`config.mk`:
```
export PLATFORM = sky130hd
export DESIGN_NAME = cooperative_task_scheduler_core
export DESIGN_NICKNAME = d
export VERILOG_FILES = /design/src/sv/csched_pkg.sv /design/src/sv/csched_datapath.sv /design/src/sv/csched_ctrl.sv /design/src/sv/cooperative_task_scheduler_core.sv
export SDC_FILE = /design/constraint.sdc
export NUM_CORES = 1
export LEC_CHECK = 0
export ABC_AREA = 1
export BUFFER_PORTS_ARGS = -buffer_cell sky130_fd_sc_hd__buf_2
export CAP_MARGIN = 20
export CORE_UTILIZATION = 25
export DETAILED_ROUTE_END_ITERATION = 16
export HOLD_SLACK_MARGIN = 0.12
export PLACE_DENSITY = 0.48
export SLEW_MARGIN = 40
export SYNTH_ARGS = -nofsm -noshare
export SYNTH_HDL_FRONTEND = slang
export SYNTH_SLANG_ARGS = --single-unit
```
`constraint.sdc`:
```
create_clock -name clk -period 3.6 [get_ports clk]
set_input_delay 0.36 -clock clk [delete_from_list [all_inputs] [get_ports clk]]
set_output_delay 0.36 -clock clk [all_outputs]
set_load 0.05 [all_outputs]
```
`src/sv/csched_pkg.sv`:
```
// Shared types and constants for the cooperative task scheduler.
package csched_pkg;

  localparam int NUM_SLOTS  = 8;
  localparam int SLOT_W     = (NUM_SLOTS > 1) ? $clog2(NUM_SLOTS) : 1;
  localparam int RESULT_CAP = 8;
  localparam int CNT_W      = $clog2(RESULT_CAP);

  typedef enum logic [1:0] {
    OP_TICK     = 2'd0,
    OP_ADD      = 2'd1,
    OP_DEL      = 2'd2,
    OP_DISPATCH = 2'd3
  } op_t;

  typedef enum logic [2:0] {
    KIND_TICK_DONE = 3'd0,
    KIND_ADDED     = 3'd1,
    KIND_FULL      = 3'd2,
    KIND_DELETED   = 3'd3,
    KIND_IGNORED   = 3'd4,
    KIND_RUN       = 3'd5,
    KIND_NONE      = 3'd6
  } kind_t;

  typedef enum logic [1:0] {
    SLOT_EMPTY   = 2'd0,
    SLOT_ACTIVE  = 2'd1,
    SLOT_DELETED = 2'd2
  } slot_st_t;

  typedef enum logic [1:0] {
    FSM_IDLE,
    FSM_EXEC,
    FSM_TICK,
    FSM_DISP
  } fsm_t;

  typedef struct packed {
    logic [1:0]  opcode;
    logic [7:0]  task_handle;
    logic [15:0] first_delay;
    logic [15:0] repeat_period;
    logic [2:0]  target_slot;
  } in_req_t;

  typedef struct packed {
    logic [2:0] kind;
    logic [2:0] slot_index;
    logic [7:0] run_handle;
    logic       last;
  } out_res_t;

  typedef struct packed {
    logic              load;
    logic              exec;
    logic              tick_slot;
    logic              run_slot;
    logic              emit;
    kind_t             kind;
    logic              last;
    logic [SLOT_W-1:0] idx;
  } csched_cmd_t;

  typedef struct packed {
    logic slot_empty;
    logic slot_ready;
    logic more_ready;
  } csched_sts_t;

endpackage

```
`src/sv/csched_datapath.sv`:
```
// Slot table, request register and result register of the scheduler.
module csched_datapath import csched_pkg::*; (
  input  logic        clk,
  input  logic        rst_n,
  input  in_req_t     in_req,
  input  csched_cmd_t cmd,
  output csched_sts_t sts,
  output logic        out_valid,
  output out_res_t    out_res
);

  slot_st_t          st_r    [NUM_SLOTS];
  logic [7:0]        hnd_r   [NUM_SLOTS];
  logic [15:0]       dly_r   [NUM_SLOTS];
  logic [15:0]       per_r   [NUM_SLOTS];
  logic [7:0]        runs_r  [NUM_SLOTS];
  in_req_t           req_r;
  logic              out_valid_r;
  out_res_t          out_res_r;
  out_res_t          out_nxt;

  logic [NUM_SLOTS-1:0] ready_vec;
  logic [NUM_SLOTS-1:0] walk_vec;
  logic [NUM_SLOTS-1:0] after_vec;
  logic                 add_found;
  logic [SLOT_W-1:0]    add_slot;
  logic [SLOT_W-1:0]    tgt_slot;
  logic                 del_ok;
  logic                 is_add;

  always_comb begin
    for (int i = 0; i < NUM_SLOTS; i++) begin
      ready_vec[i] = (st_r[i] == SLOT_ACTIVE) && (runs_r[i] != 8'd0);
      after_vec[i] = (i > int'(cmd.idx));
    end
    walk_vec[0] = (st_r[0] != SLOT_EMPTY);
    for (int i = 1; i < NUM_SLOTS; i++) begin
      walk_vec[i] = walk_vec[i-1] && (st_r[i] != SLOT_EMPTY);
    end
  end

  assign sts.slot_empty = (st_r[cmd.idx] == SLOT_EMPTY);
  assign sts.slot_ready = ready_vec[cmd.idx];
  assign sts.more_ready = |(ready_vec & walk_vec & after_vec);

  always_comb begin
    add_found = 1'b0;
    add_slot  = '0;
    for (int i = NUM_SLOTS - 1; i >= 0; i--) begin
      if (st_r[i] != SLOT_ACTIVE) begin
        add_found = 1'b1;
        add_slot  = SLOT_W'(i);
      end
    end
  end

  assign is_add   = (req_r.opcode == OP_ADD);
  assign tgt_slot = SLOT_W'(req_r.target_slot);
  assign del_ok   = (int'(req_r.target_slot) < NUM_SLOTS) && (st_r[tgt_slot] == SLOT_ACTIVE);

  always_comb begin
    out_nxt.kind       = cmd.kind;
    out_nxt.slot_index = 3'd0;
    out_nxt.run_handle = 8'd0;
    out_nxt.last       = cmd.last;
    if (cmd.exec) begin
      out_nxt.last = 1'b1;
      if (is_add) begin
        out_nxt.kind       = add_found ? KIND_ADDED : KIND_FULL;
        out_nxt.slot_index = add_found ? 3'(add_slot) : 3'd0;
      end else begin
        out_nxt.kind       = del_ok ? KIND_DELETED : KIND_IGNORED;
        out_nxt.slot_index = req_r.target_slot;
      end
    end else if (cmd.run_slot) begin
      out_nxt.slot_index = 3'(cmd.idx);
      out_nxt.run_handle = hnd_r[cmd.idx];
    end
  end

  always_ff @(posedge clk) begin
    if (!rst_n) begin
      for (int i = 0; i < NUM_SLOTS; i++) begin
        st_r[i] <= SLOT_EMPTY;
      end
      out_valid_r <= 1'b0;
    end else begin
      out_valid_r <= cmd.emit || cmd.exec;
      if (cmd.exec && is_add && add_found) begin
        st_r[add_slot] <= SLOT_ACTIVE;
      end
      if (cmd.exec && !is_add && del_ok) begin
        st_r[tgt_slot] <= SLOT_DELETED;
      end
      if (cmd.run_slot && (per_r[cmd.idx] == 16'd0)) begin
        st_r[cmd.idx] <= SLOT_DELETED;
      end
    end
  end

  always_ff @(posedge clk) begin
    if (cmd.load) begin
      req_r <= in_req;
    end
    if (cmd.exec && is_add && add_found) begin
      hnd_r[add_slot]  <= req_r.task_handle;
      dly_r[add_slot]  <= req_r.first_delay;
      per_r[add_slot]  <= req_r.repeat_period;
      runs_r[add_slot] <= 8'd0;
    end
    if (cmd.tick_slot && (st_r[cmd.idx] == SLOT_ACTIVE)) begin
      if (dly_r[cmd.idx] != 16'd0) begin
        dly_r[cmd.idx] <= dly_r[cmd.idx] - 16'd1;
      end else begin
        dly_r[cmd.idx] <= per_r[cmd.idx];
        if (runs_r[cmd.idx] != 8'hFF) begin
          runs_r[cmd.idx] <= runs_r[cmd.idx] + 8'd1;
        end
      end
    end
    if (cmd.run_slot) begin
      runs_r[cmd.idx] <= runs_r[cmd.idx] - 8'd1;
    end
    if (cmd.emit || cmd.exec) begin
      out_res_r <= out_nxt;
    end
  end

  assign out_valid = out_valid_r;
  assign out_res   = out_res_r;

endmodule

```
`src/sv/csched_ctrl.sv`:
```
// Controller state machine that sequences requests over the slot table.
module csched_ctrl import csched_pkg::*; (
  input  logic        clk,
  input  logic        rst_n,
  input  logic        start,
  input  logic [1:0]  in_opcode,
  input  csched_sts_t sts,
  output logic        busy,
  output csched_cmd_t cmd
);

  fsm_t              state_r, state_nxt;
  logic [SLOT_W-1:0] idx_r, idx_nxt;
  logic [CNT_W-1:0]  n_r, n_nxt;
  logic              accept;
  logic              idx_last;
  logic              run_here;
  logic              run_last;
  logic              walk_end;

  assign accept   = start && (state_r == FSM_IDLE);
  assign idx_last = (idx_r == SLOT_W'(NUM_SLOTS - 1));
  assign run_here = !sts.slot_empty && sts.slot_ready;
  assign run_last = (n_r == CNT_W'(RESULT_CAP - 1)) || !sts.more_ready;
  assign walk_end = sts.slot_empty || idx_last;

  always_comb begin
    state_nxt = state_r;
    idx_nxt   = idx_r;
    n_nxt     = n_r;
    case (state_r)
      FSM_IDLE: begin
        idx_nxt = '0;
        n_nxt   = '0;
        if (accept) begin
          case (in_opcode)
            OP_TICK:     state_nxt = FSM_TICK;
            OP_DISPATCH: state_nxt = FSM_DISP;
            default:     state_nxt = FSM_EXEC;
          endcase
        end
      end
      FSM_EXEC: state_nxt = FSM_IDLE;
      FSM_TICK: begin
        if (walk_end) begin
          state_nxt = FSM_IDLE;
        end else begin
          idx_nxt = idx_r + 1'b1;
        end
      end
      FSM_DISP: begin
        if (run_here) begin
          n_nxt = n_r + 1'b1;
        end
        if ((run_here && run_last) || (!run_here && walk_end)) begin
          state_nxt = FSM_IDLE;
        end else begin
          idx_nxt = idx_r + 1'b1;
        end
      end
      default: state_nxt = FSM_IDLE;
    endcase
  end

  always_comb begin
    cmd      = '0;
    cmd.kind = KIND_TICK_DONE;
    cmd.idx  = idx_r;
    busy     = (state_r != FSM_IDLE);
    case (state_r)
      FSM_IDLE: cmd.load = accept;
      FSM_EXEC: cmd.exec = 1'b1;
      FSM_TICK: begin
        cmd.tick_slot = !sts.slot_empty;
        if (walk_end) begin
          cmd.emit = 1'b1;
          cmd.kind = KIND_TICK_DONE;
          cmd.last = 1'b1;
        end
      end
      FSM_DISP: begin
        if (run_here) begin
          cmd.run_slot = 1'b1;
          cmd.emit     = 1'b1;
          cmd.kind     = KIND_RUN;
          cmd.last     = run_last;
        end else if (walk_end) begin
          cmd.emit = 1'b1;
          cmd.kind = KIND_NONE;
          cmd.last = 1'b1;
        end
      end
      default: cmd = '0;
    endcase
  end

  always_ff @(posedge clk) begin
    if (!rst_n) begin
      state_r <= FSM_IDLE;
      idx_r   <= '0;
      n_r     <= '0;
    end else begin
      state_r <= state_nxt;
      idx_r   <= idx_nxt;
      n_r     <= n_nxt;
    end
  end

endmodule

```
`src/sv/cooperative_task_scheduler_core.sv`:
```
// Top level of the cooperative task scheduler: controller plus slot datapath.
//
//   Channel   Ports                     Transfer
//   request   start, busy, in_req       taken when start is high and busy is low
//   result    out_valid, out_res        one cycle per result, cannot be held off
//
// Add and delete execute in the cycle after acceptance and strobe their result in the
// cycle after that, during which the next request can be taken. Tick and dispatch visit
// one slot per cycle, and dispatch marks its final result with last. Reset is synchronous
// and active low; it empties every slot. The receiver cannot stall results; a request
// waits only while busy is high.
module cooperative_task_scheduler_core import csched_pkg::*; (
  input  logic     clk,
  input  logic     rst_n,
  input  logic     start,
  output logic     busy,
  input  in_req_t  in_req,
  output logic     out_valid,
  output out_res_t out_res
);

  csched_cmd_t cmd;
  csched_sts_t sts;

  csched_ctrl u_ctrl (
    .clk       (clk),
    .rst_n     (rst_n),
    .start     (start),
    .in_opcode (in_req.opcode),
    .sts       (sts),
    .busy      (busy),
    .cmd       (cmd)
  );

  csched_datapath u_dp (
    .clk       (clk),
    .rst_n     (rst_n),
    .in_req    (in_req),
    .cmd       (cmd),
    .sts       (sts),
    .out_valid (out_valid),
    .out_res   (out_res)
  );

  a_result_after_work: assert property (@(posedge clk) disable iff (!rst_n)
    out_valid |-> $past(busy))
    else $error("Result appeared without the block being busy.");

  a_no_result_after_accept: assert property (@(posedge clk) disable iff (!rst_n)
    (start && !busy) |=> !out_valid)
    else $error("Result appeared right after a request was accepted.");

  a_last_ends_busy: assert property (@(posedge clk) disable iff (!rst_n)
    out_valid |-> (busy == !out_res.last))
    else $error("Busy does not match the last flag of a result.");

  a_only_runs_continue: assert property (@(posedge clk) disable iff (!rst_n)
    (out_valid && !out_res.last) |-> (out_res.kind == KIND_RUN))
    else $error("A result other than a run was not marked last.");

endmodule

```
==> impl_metrics.prom, run 1 <==
# TYPE chip_impl_metric gauge
chip_impl_info{name="yosys.area.top_type",value="edfxtp_1"} 1
chip_impl_metric{name="grt_pass1_wl",unit="mm"} 89.33
chip_impl_metric{name="post-route-period-util",unit="%"} 92.40
chip_impl_metric{name="power.switching_fraction",unit="%"} 34.19
chip_impl_metric{name="postSynthAreaPerCell",unit="sq um"} 10.36
chip_impl_metric{name="syn-instance-count",unit=""} 2053
chip_impl_metric{name="drt_wl_total",unit="mm"} 58.88
chip_impl_metric{name="groute.layer.met1.usage",unit="%"} 17.89
chip_impl_metric{name="finalNetCount",unit=""} 2275
chip_impl_metric{name="tightest_slew",unit="ns"} 0.7712
chip_impl_metric{name="worstPathMaxFanout",unit=""} 80
chip_impl_metric{name="placement_rows",unit=""} 106
chip_impl_metric{name="drt-initial-drc-count",unit=""} 1009
chip_impl_metric{name="share_of_synthesized_cell_area_in_full_adder_half_adder_and_majority_cells",unit="%"} 0.9178
chip_impl_metric{name="critPathRequiredTime",unit="ns"} 3.93
chip_impl_metric{name="time_the_final_worst_path_needs_with_i_o_delays_and_setup",unit="ns"} 3.326
chip_impl_metric{name="gr-usage-met3",unit="%"} 2.462
chip_impl_metric{name="finalSetupTns",unit="ns"} 0
chip_impl_metric{name="drc_errors",unit=""} 0
chip_impl_metric{name="p_comb_share",unit="%"} 27.8
chip_impl_metric{name="yosysTopAreaCellShare",unit="%"} 64.95
chip_impl_metric{name="synth_area",unit="sq mm"} 0.02127
chip_impl_metric{name="p_int",unit="mW"} 10.94
chip_impl_metric{name="drt-vias-per-instance",unit=""} 4.372
chip_impl_metric{name="synth-async-reset-ratio",unit="%"} 0
chip_impl_metric{name="share_of_the_synthesized_area_in_compound_gates_ao_oa_aoi_oai",unit="%"} 5.954
chip_impl_metric{name="critical_path_arrival",unit="ns"} 3.66
chip_impl_metric{name="grt_antenna_before_repair",unit=""} 0
chip_impl_metric{name="path_clk_slew",unit="ns"} 0.07
chip_impl_metric{name="synth_edf_count",unit=""} 460
chip_impl_metric{name="irDropWorstVdd",unit="uV"} 322.6
chip_impl_metric{name="fmax",unit="MHz"} 300.6
chip_impl_metric{name="numCtsBuffers",unit=""} 52
chip_impl_info{name="synth.top_cells.by_area",value="edfxtp_1 (65%), nand2_1 (8.5%), nor2_1 (5.8%), nand3_1 (4.2%), o21ai_0 (3.1%)"} 1
chip_impl_metric{name="finalClockSkew",unit="ns"} 0.04418
chip_impl_info{name="tritoncts",value="built"} 1
chip_impl_metric{name="cts.htree.levels",unit=""} 2
chip_impl_metric{name="yosys.cell_types.count",unit=""} 44
chip_impl_metric{name="drv_cap",unit=""} 0
chip_impl_metric{name="worst_slew_margin_rel",unit="%"} 48.59
chip_impl_metric{name="vias",unit=""} 14820
chip_impl_metric{name="detail_route.wl_per_cell",unit="microns"} 17.38
chip_impl_metric{name="power_switching",unit="mW"} 5.683
chip_impl_metric{name="synthMuxAreaShare",unit="%"} 0.04706
chip_impl_metric{name="clock_power_share",unit="%"} 31.7
chip_impl_metric{name="synth_xor_area_share",unit="%"} 0.2883
chip_impl_metric{name="finalWeightedCongestion",unit=""} 0.8775
chip_impl_metric{name="drt_pre_antenna_iters",unit=""} 5
chip_impl_metric{name="synthSimpleGateAreaFrac",unit="%"} 20.89
chip_impl_info{name="post_synth_most_frequent_cells",value="nand2_1 (484), edfxtp_1 (460), nor2_1 (328)"} 1
chip_impl_info{name="synth_top_family_by_area",value="simple AND/OR/NAND/NOR gates"} 1
chip_impl_metric{name="vias_in_the_first_global_route",unit=""} 14580
chip_impl_metric{name="globalRouteTotalUtil",unit="%"} 13.65
chip_impl_metric{name="antenna-diode-count",unit=""} 0
chip_impl_metric{name="flip_flop_and_latch_count_after_synthesis",unit=""} 475
chip_impl_info{name="ys_dominant_reg_cell",value="edfxtp_1"} 1
chip_impl_metric{name="postCtsSetupBuffers",unit=""} 0
chip_impl_info{name="grt_setup_unrepaired",value="no"} 1
chip_impl_metric{name="die_width",unit="microns"} 293.7
chip_impl_info{name="timing.critical_path.to_type",value="flip-flop"} 1
chip_impl_metric{name="synth_sequential_area_ratio",unit="%"} 66.36
chip_impl_metric{name="initial_utilization",unit="%"} 25.33
chip_impl_metric{name="yosys_warnings",unit=""} 0
chip_impl_metric{name="ant_nets",unit=""} 0
chip_impl_metric{name="port_buffers",unit=""} 64
chip_impl_metric{name="grt_start_max_net_pins",unit=""} 81
chip_impl_info{name="run_status",value="finished, final reports clean"} 1
chip_impl_metric{name="hold_vio_cnt_final",unit=""} 0
chip_impl_metric{name="ctsLongestPathBuffers",unit=""} 3
chip_impl_metric{name="boundaryPins",unit=""} 65
chip_impl_info{name="yosys.cell_count.top_type",value="nand2_1"} 1
chip_impl_metric{name="syn-num-nets",unit=""} 2116
chip_impl_metric{name="latest_clock_arrival_within_the_worst_skew_pair",unit="ns"} 0.63
chip_impl_info{name="worst_hold_path_type",value="input port to flip-flop"} 1
chip_impl_metric{name="dp_hpwl",unit="mm"} 37.51
chip_impl_metric{name="share_seq_of_total_power",unit="%"} 40.5
chip_impl_metric{name="die_area",unit="sq mm"} 0.08624
chip_impl_info{name="worstSetupPathType",value="flip-flop to flip-flop"} 1
chip_impl_metric{name="global_route_total_overflow",unit=""} 0
chip_impl_metric{name="timing.final.max_slew_violations",unit=""} 0
chip_impl_metric{name="clock_sinks",unit=""} 475
chip_impl_metric{name="design.core.area",unit="sq mm"} 0.08395
chip_impl_metric{name="final_core_utilization",unit="%"} 30.46
chip_impl_info{name="setup.worst_path.start_class",value="flip-flop"} 1
chip_impl_metric{name="area.growth.synth_to_final",unit="%"} 20.24
chip_impl_metric{name="grt.met2_usage",unit="%"} 22.90
chip_impl_metric{name="post_route_cells_drive_above_1_share",unit="%"} 13.04
chip_impl_metric{name="cellLeakagePower",unit="nW"} 9.672
chip_impl_metric{name="p_per_area",unit="mW/mm^2"} 650.0
chip_impl_metric{name="chipHeight",unit="microns"} 293.7
chip_impl_metric{name="finalSetupViolCount",unit=""} 0
chip_impl_info{name="global_route.peak_usage_layer",value="met2"} 1
chip_impl_info{name="root_buffer_cell",value="clkbuf_16"} 1
metrics by stage:
step           hold WS (ns)  area (sq um)  cells  power [mW]  worst slack, ns
2_1_floorplan        0.4293         21270   2053       9.899           0.2353
3_3_place_gp         0.4390         23410   3247       11.40           0.1657
3_5_place_dp         0.4694         23430   3247       11.45           0.1869
4_1_cts              0.1538         25550   3389       16.82           0.1610
5_1_grt              0.1817         25570   3389       17.57        0.0006337
6_report             0.1799         25570   3389       16.62           0.2735
metal layers:
layer / routed length, microns / up-vias
met5: 0 / -
met2: 28210 / 361
met3: 3077 / 89
met1: 26310 / 7108
li1: - / 7259
met4: 1283 / 0
kinds of logic (layout without fill, tap and decap cells):
group,after synthesis,in the layout
XOR/XNOR,7,7
adder cells (fa/ha/maj),15,15
AO/OA/AOI/OAI,241,241
AND/OR/NAND/NOR,1050,1050
multiplexers,1,1
buffers and inverters,264,466
flip-flops,475,475
final timing paths:
kind | from | endpoint | slack (ns) | cells past startpoint
setup / recovery | flip-flop | u_dp.st_r[1][1] | 0.27 | 16
hold / removal | start | u_ctrl.state_r[1] | 0.18 | 5
setup reg to reg | flip-flop | u_dp.st_r[1][1] | 0.27 | 16
hold reg to reg | u_ctrl.n_r[2] | u_ctrl.n_r[2] | 0.48 | 2
worst max-delay path: stages, from the launching register on:
cell,delay (ns)
dfxtp_4,0.48
buf_12,0.34
buf_12,0.35
nand2_1,0.10
nand3_1,0.09
nand3_1,0.07
nand2_1,0.20
nand2_1,0.08
nor2_1,0.15
nand3_2,0.14
nor2_8,0.24
nand2_8,0.11
nand2_2,0.09
nand2_1,0.06
nor2_1,0.13
nand2_1,0.16
nand2_1,0.13
power groups by stage:
stage	logic (mW)	clock network, mW	registers (mW)
floorplan	3.01	0	6.89
global placement	4.56	0	6.84
detailed placement	4.60	0	6.85
CTS	4.66	5.43	6.73
global route	5.19	5.62	6.76
finish	4.62	5.28	6.72
area by class of cell:
cell class / instances / area (sq um)
multi-input combinational: 1314 / 6036
sequential: 475 / 14120
fill: 8518 / 58380
timing repair buffer: 192 / 1652
tap: 1134 / 1419
clock buffer: 67 / 1399
clock inverter: 30 / 275.3
inverter: 177 / 670.6
layout by cell type, fill, tap and decap left out, types with 10 or more instances in the layout:
cell type / instances
o21ai_1: 46
clkbuf_16: 53
clkinv_1: 10
nand2_1: 483
dlygate4sd3_1: 45
o22ai_1: 15
buf_4: 61
nand3_1: 180
clkbuf_1: 12
inv_1: 168
dfxtp_1: 12
edfxtp_1: 460
ha_1: 14
buf_2: 64
buf_12: 20
nor2_1: 314
nor2_2: 19
clkinv_2: 16
o21ai_0: 130
a21oi_1: 33
registers in the layout, indices dropped and copies added, names as in the netlist, named ones only:
register and count:
u_dp.out_valid 1, u_dp.runs_r 64, u_ctrl.n_r 3, u_dp.tgt_slot 3, u_dp.dly_r 128, u_dp.req_r 42
u_dp.out_res 15, u_ctrl.idx_r 3, u_ctrl.state_r 2, u_dp.per_r 128, u_dp.hnd_r 64, u_dp.st_r 16
timing repair:
action | CTS | global route
hold endpoints to repair | 48 | 0
hold buffers | 45 | 0
endpoints found under the setup margin | 0 | 56
gates resized for setup | 0 | 7
(Power assumes the default switching activity.)
==> run 2: changes to the inputs <==
--- a/config.mk
+++ b/config.mk
@@ -8,10 +8,11 @@
 export ABC_AREA = 1
 export BUFFER_PORTS_ARGS = -buffer_cell sky130_fd_sc_hd__buf_2
 export CAP_MARGIN = 20
+export CORE_ASPECT_RATIO = 1.2
 export CORE_UTILIZATION = 25
 export DETAILED_ROUTE_END_ITERATION = 16
 export HOLD_SLACK_MARGIN = 0.12
-export PLACE_DENSITY = 0.48
+export PLACE_DENSITY = 0.47
 export SLEW_MARGIN = 40
 export SYNTH_ARGS = -nofsm -noshare
 export SYNTH_HDL_FRONTEND = slang
==> constraint.sdc (replaced) <==
create_clock -name clk -period 4.03 [get_ports clk]
set_input_delay 0.403 -clock clk [delete_from_list [all_inputs] [get_ports clk]]
set_output_delay 0.403 -clock clk [all_outputs]
set_load 0.05 [all_outputs]
==> run 2 against run 1 <==
Clock skew shrank 0.023 ns. Design area shrank 2.6%. Setup slack gained 0.088 ns. Worst hold slack gained 0.081 ns. Combinational power shrank 16%. Cell count shrank 1.5%. Highest routed layer unchanged. Global-route usage shrank 0.53 points. Die area is essentially flat.
==> impl_metrics.prom, run 2 (synthesis results as in run 1) <==
# TYPE chip_impl_metric gauge
chip_impl_metric{name="post_route_cells_drive_above_1_share",unit="%"} 11.19
chip_impl_metric{name="drt-met1-wl",unit="mm"} 23.44
chip_impl_metric{name="critPathRequiredTime",unit="ns"} 4.32
chip_impl_metric{name="dp_hpwl",unit="mm"} 36.19
chip_impl_metric{name="drc_errors",unit=""} 0
chip_impl_metric{name="share_seq_of_total_power",unit="%"} 42.8
chip_impl_metric{name="time_the_final_worst_path_needs_with_i_o_delays_and_setup",unit="ns"} 3.668
chip_impl_metric{name="met2_wirelength",unit="mm"} 29.20
chip_impl_metric{name="power.switching_fraction",unit="%"} 34.29
chip_impl_metric{name="irDropWorstVdd",unit="uV"} 281.4
chip_impl_metric{name="clock_sinks",unit=""} 475
chip_impl_metric{name="drt_wl_total",unit="mm"} 56.27
chip_impl_info{name="run_status",value="finished, final reports clean"} 1
chip_impl_metric{name="finalSetupViolCount",unit=""} 0
chip_impl_metric{name="finalSetupTns",unit="ns"} 0
chip_impl_metric{name="ff2ff_setup_slack",unit="ns"} 0.36
chip_impl_info{name="layout_commonest_cell",value="nand2_1"} 1
chip_impl_metric{name="grt_antenna_before_repair",unit=""} 0
chip_impl_info{name="reg_top3",value="u_dp.dly_r: 128 flops, u_dp.per_r: 128 flops"} 1
chip_impl_metric{name="worstPathMaxFanout",unit=""} 21
chip_impl_metric{name="met3_length",unit="mm"} 1.872
chip_impl_metric{name="tightest_slew",unit="ns"} 0.7959
chip_impl_metric{name="drt_pre_antenna_iters",unit=""} 5
chip_impl_metric{name="worst_slew_margin_rel",unit="%"} 46.94
chip_impl_info{name="root_buffer_cell",value="clkbuf_16"} 1
chip_impl_metric{name="critical_path_arrival",unit="ns"} 3.96
chip_impl_info{name="setup.worst_path.start_class",value="flip-flop"} 1
chip_impl_metric{name="finalNetCount",unit=""} 2245
chip_impl_metric{name="timing.final.max_slew_violations",unit=""} 0
chip_impl_metric{name="detail_route.wl_per_cell",unit="microns"} 16.86
chip_impl_metric{name="final_core_utilization",unit="%"} 29.73
chip_impl_info{name="tritoncts",value="built"} 1
chip_impl_info{name="timing.critical_path.to_type",value="flip-flop"} 1
chip_impl_metric{name="critical_path.max_stage_delay",unit="ns"} 0.52
chip_impl_metric{name="numCtsBuffers",unit=""} 47
chip_impl_metric{name="drv_cap",unit=""} 0
chip_impl_metric{name="clock_power_share",unit="%"} 29.7
chip_impl_metric{name="path_clk_slew",unit="ns"} 0.06
chip_impl_metric{name="totalPowerFinal",unit="mW"} 14.07
chip_impl_info{name="cp_common_cell",value="nand2_1"} 1
chip_impl_metric{name="die_area",unit="sq mm"} 0.08625
chip_impl_metric{name="latest_clock_arrival_within_the_worst_skew_pair",unit="ns"} 0.59
chip_impl_metric{name="finalWeightedCongestion",unit=""} 0.8621
chip_impl_metric{name="placement_rows",unit=""} 116
chip_impl_metric{name="post-route-cell-area",unit="sq mm"} 0.02490
chip_impl_info{name="grt_setup_unrepaired",value="no"} 1
chip_impl_metric{name="dpl-instance-area",unit="sq mm"} 0.02301
chip_impl_metric{name="p_per_area",unit="mW/mm^2"} 565.0
chip_impl_info{name="top_layer_used",value="met4"} 1
chip_impl_metric{name="vias_in_the_first_global_route",unit=""} 14630
chip_impl_metric{name="antenna-diode-count",unit=""} 0
chip_impl_metric{name="fmax",unit="MHz"} 272.6
chip_impl_metric{name="boundaryPins",unit=""} 65
chip_impl_metric{name="finalClockSkew",unit="ns"} 0.02117
chip_impl_metric{name="vias",unit=""} 14680
chip_impl_info{name="worst_hold_path_type",value="input port to flip-flop"} 1
chip_impl_metric{name="grt_pass1_wl",unit="mm"} 85.91
chip_impl_metric{name="initial_utilization",unit="%"} 25.40
chip_impl_metric{name="grt_start_max_net_pins",unit=""} 73
chip_impl_metric{name="p_int",unit="mW"} 9.244
chip_impl_metric{name="globalRouteTotalUtil",unit="%"} 13.12
chip_impl_metric{name="post-route-period-util",unit="%"} 91.03
chip_impl_metric{name="drt-initial-drc-count",unit=""} 806
chip_impl_metric{name="cts.htree.levels",unit=""} 2
chip_impl_metric{name="hold_vio_cnt_final",unit=""} 0
chip_impl_metric{name="power_switching",unit="mW"} 4.823
chip_impl_info{name="crit_slowest_cell",value="a21oi_1"} 1
chip_impl_metric{name="area.growth.synth_to_final",unit="%"} 17.07
chip_impl_info{name="timing.critical_path.cells",value="buf_4 > nand3_1 > nand3_1 > nand2_1 > nand2_1 > nand2_1 > nor2_1 > nand2_2 > nor2_8 > ha_1 > nand2_1 > nand2_1 > a21oi_1 > nor2_1 > o21ai_0 > nand3_1 > a21oi_1"} 1
chip_impl_metric{name="cellLeakagePower",unit="nW"} 9.375
chip_impl_metric{name="port_buffers",unit=""} 64
chip_impl_metric{name="drt-vias-per-instance",unit=""} 4.397
chip_impl_metric{name="chipHeight",unit="microns"} 321.5
chip_impl_metric{name="die_width",unit="microns"} 268.3
chip_impl_info{name="final_cell_mix",value="nand2_1 (484), edfxtp_1 (460), nor2_1 (319)"} 1
chip_impl_metric{name="ant_nets",unit=""} 0
chip_impl_metric{name="p_comb_share",unit="%"} 27.5
chip_impl_metric{name="ctsLongestPathBuffers",unit=""} 3
chip_impl_metric{name="design.core.area",unit="sq mm"} 0.08375
chip_impl_metric{name="global_route_total_overflow",unit=""} 0
chip_impl_info{name="worstSetupPathType",value="flip-flop to flip-flop"} 1
[run 2: area by class of cell]
cell class	instances	area, sq um
multi-input cells	1314	6008
fillers	8671	58850
repair buffers	167	1271
inverters	177	669.4
well taps	1121	1403
clock buffers	56	1210
flip-flops and latches	475	14120
clock inverters	28	215.2
[run 2: critical path, delay by kind of cell (launching register included)]
kind	cells	cell delay, ns
simple gates	12	1.24
compound gates	3	0.94
flops	1	0.51
buf+inv	1	0.35
fa+ha+maj	1	0.31
[run 2: power groups by stage]
stage               combinational (mW)  sequential (mW)  clock [mW]
floorplan                         2.69             6.15           0
global placement                  3.86             6.12           0
detailed placement                3.87             6.13           0
CTS                               3.92             6.03        4.30
global route                      4.35             6.05        4.46
finish                            3.87             6.02        4.18
[run 2: final timing paths]
kind                               startpoint           endpoint  cells after the start
worst max-delay path                flip-flop  u_dp.runs_r[4][6]                     17
worst min-delay path                    start  u_ctrl.state_r[1]                      5
worst max register to register      flip-flop  u_dp.runs_r[4][6]                     17
worst min register to register  u_ctrl.n_r[0]      u_ctrl.n_r[0]                      1
[run 2: per-layer routing]
layer	GRT usage, %	vias up
li1	-	7178
met5	0	-
met3	1.758	97
met2	24.06	277
met1	15.28	7124
met4	5.079	0
[run 2: repair_timing]
item / 4_1_cts / 5_1_grt
hold buffers: 46 / 0
buffers inserted: 0 / 0
resized for setup: 0 / 0
hold endpoints to repair: 51 / 0
[run 2: stage by stage]
step | worst slack (ns) | hold WS (ns) | instances
detailed placement | 0.4063 | 0.4635 | 3208
floorplan | 0.6653 | 0.4293 | 2053
global placement | 0.3899 | 0.4411 | 3208
CTS | 0.3438 | 0.2262 | 3338
finish | 0.3616 | 0.2605 | 3338
global route | 0.009647 | 0.2832 | 3338
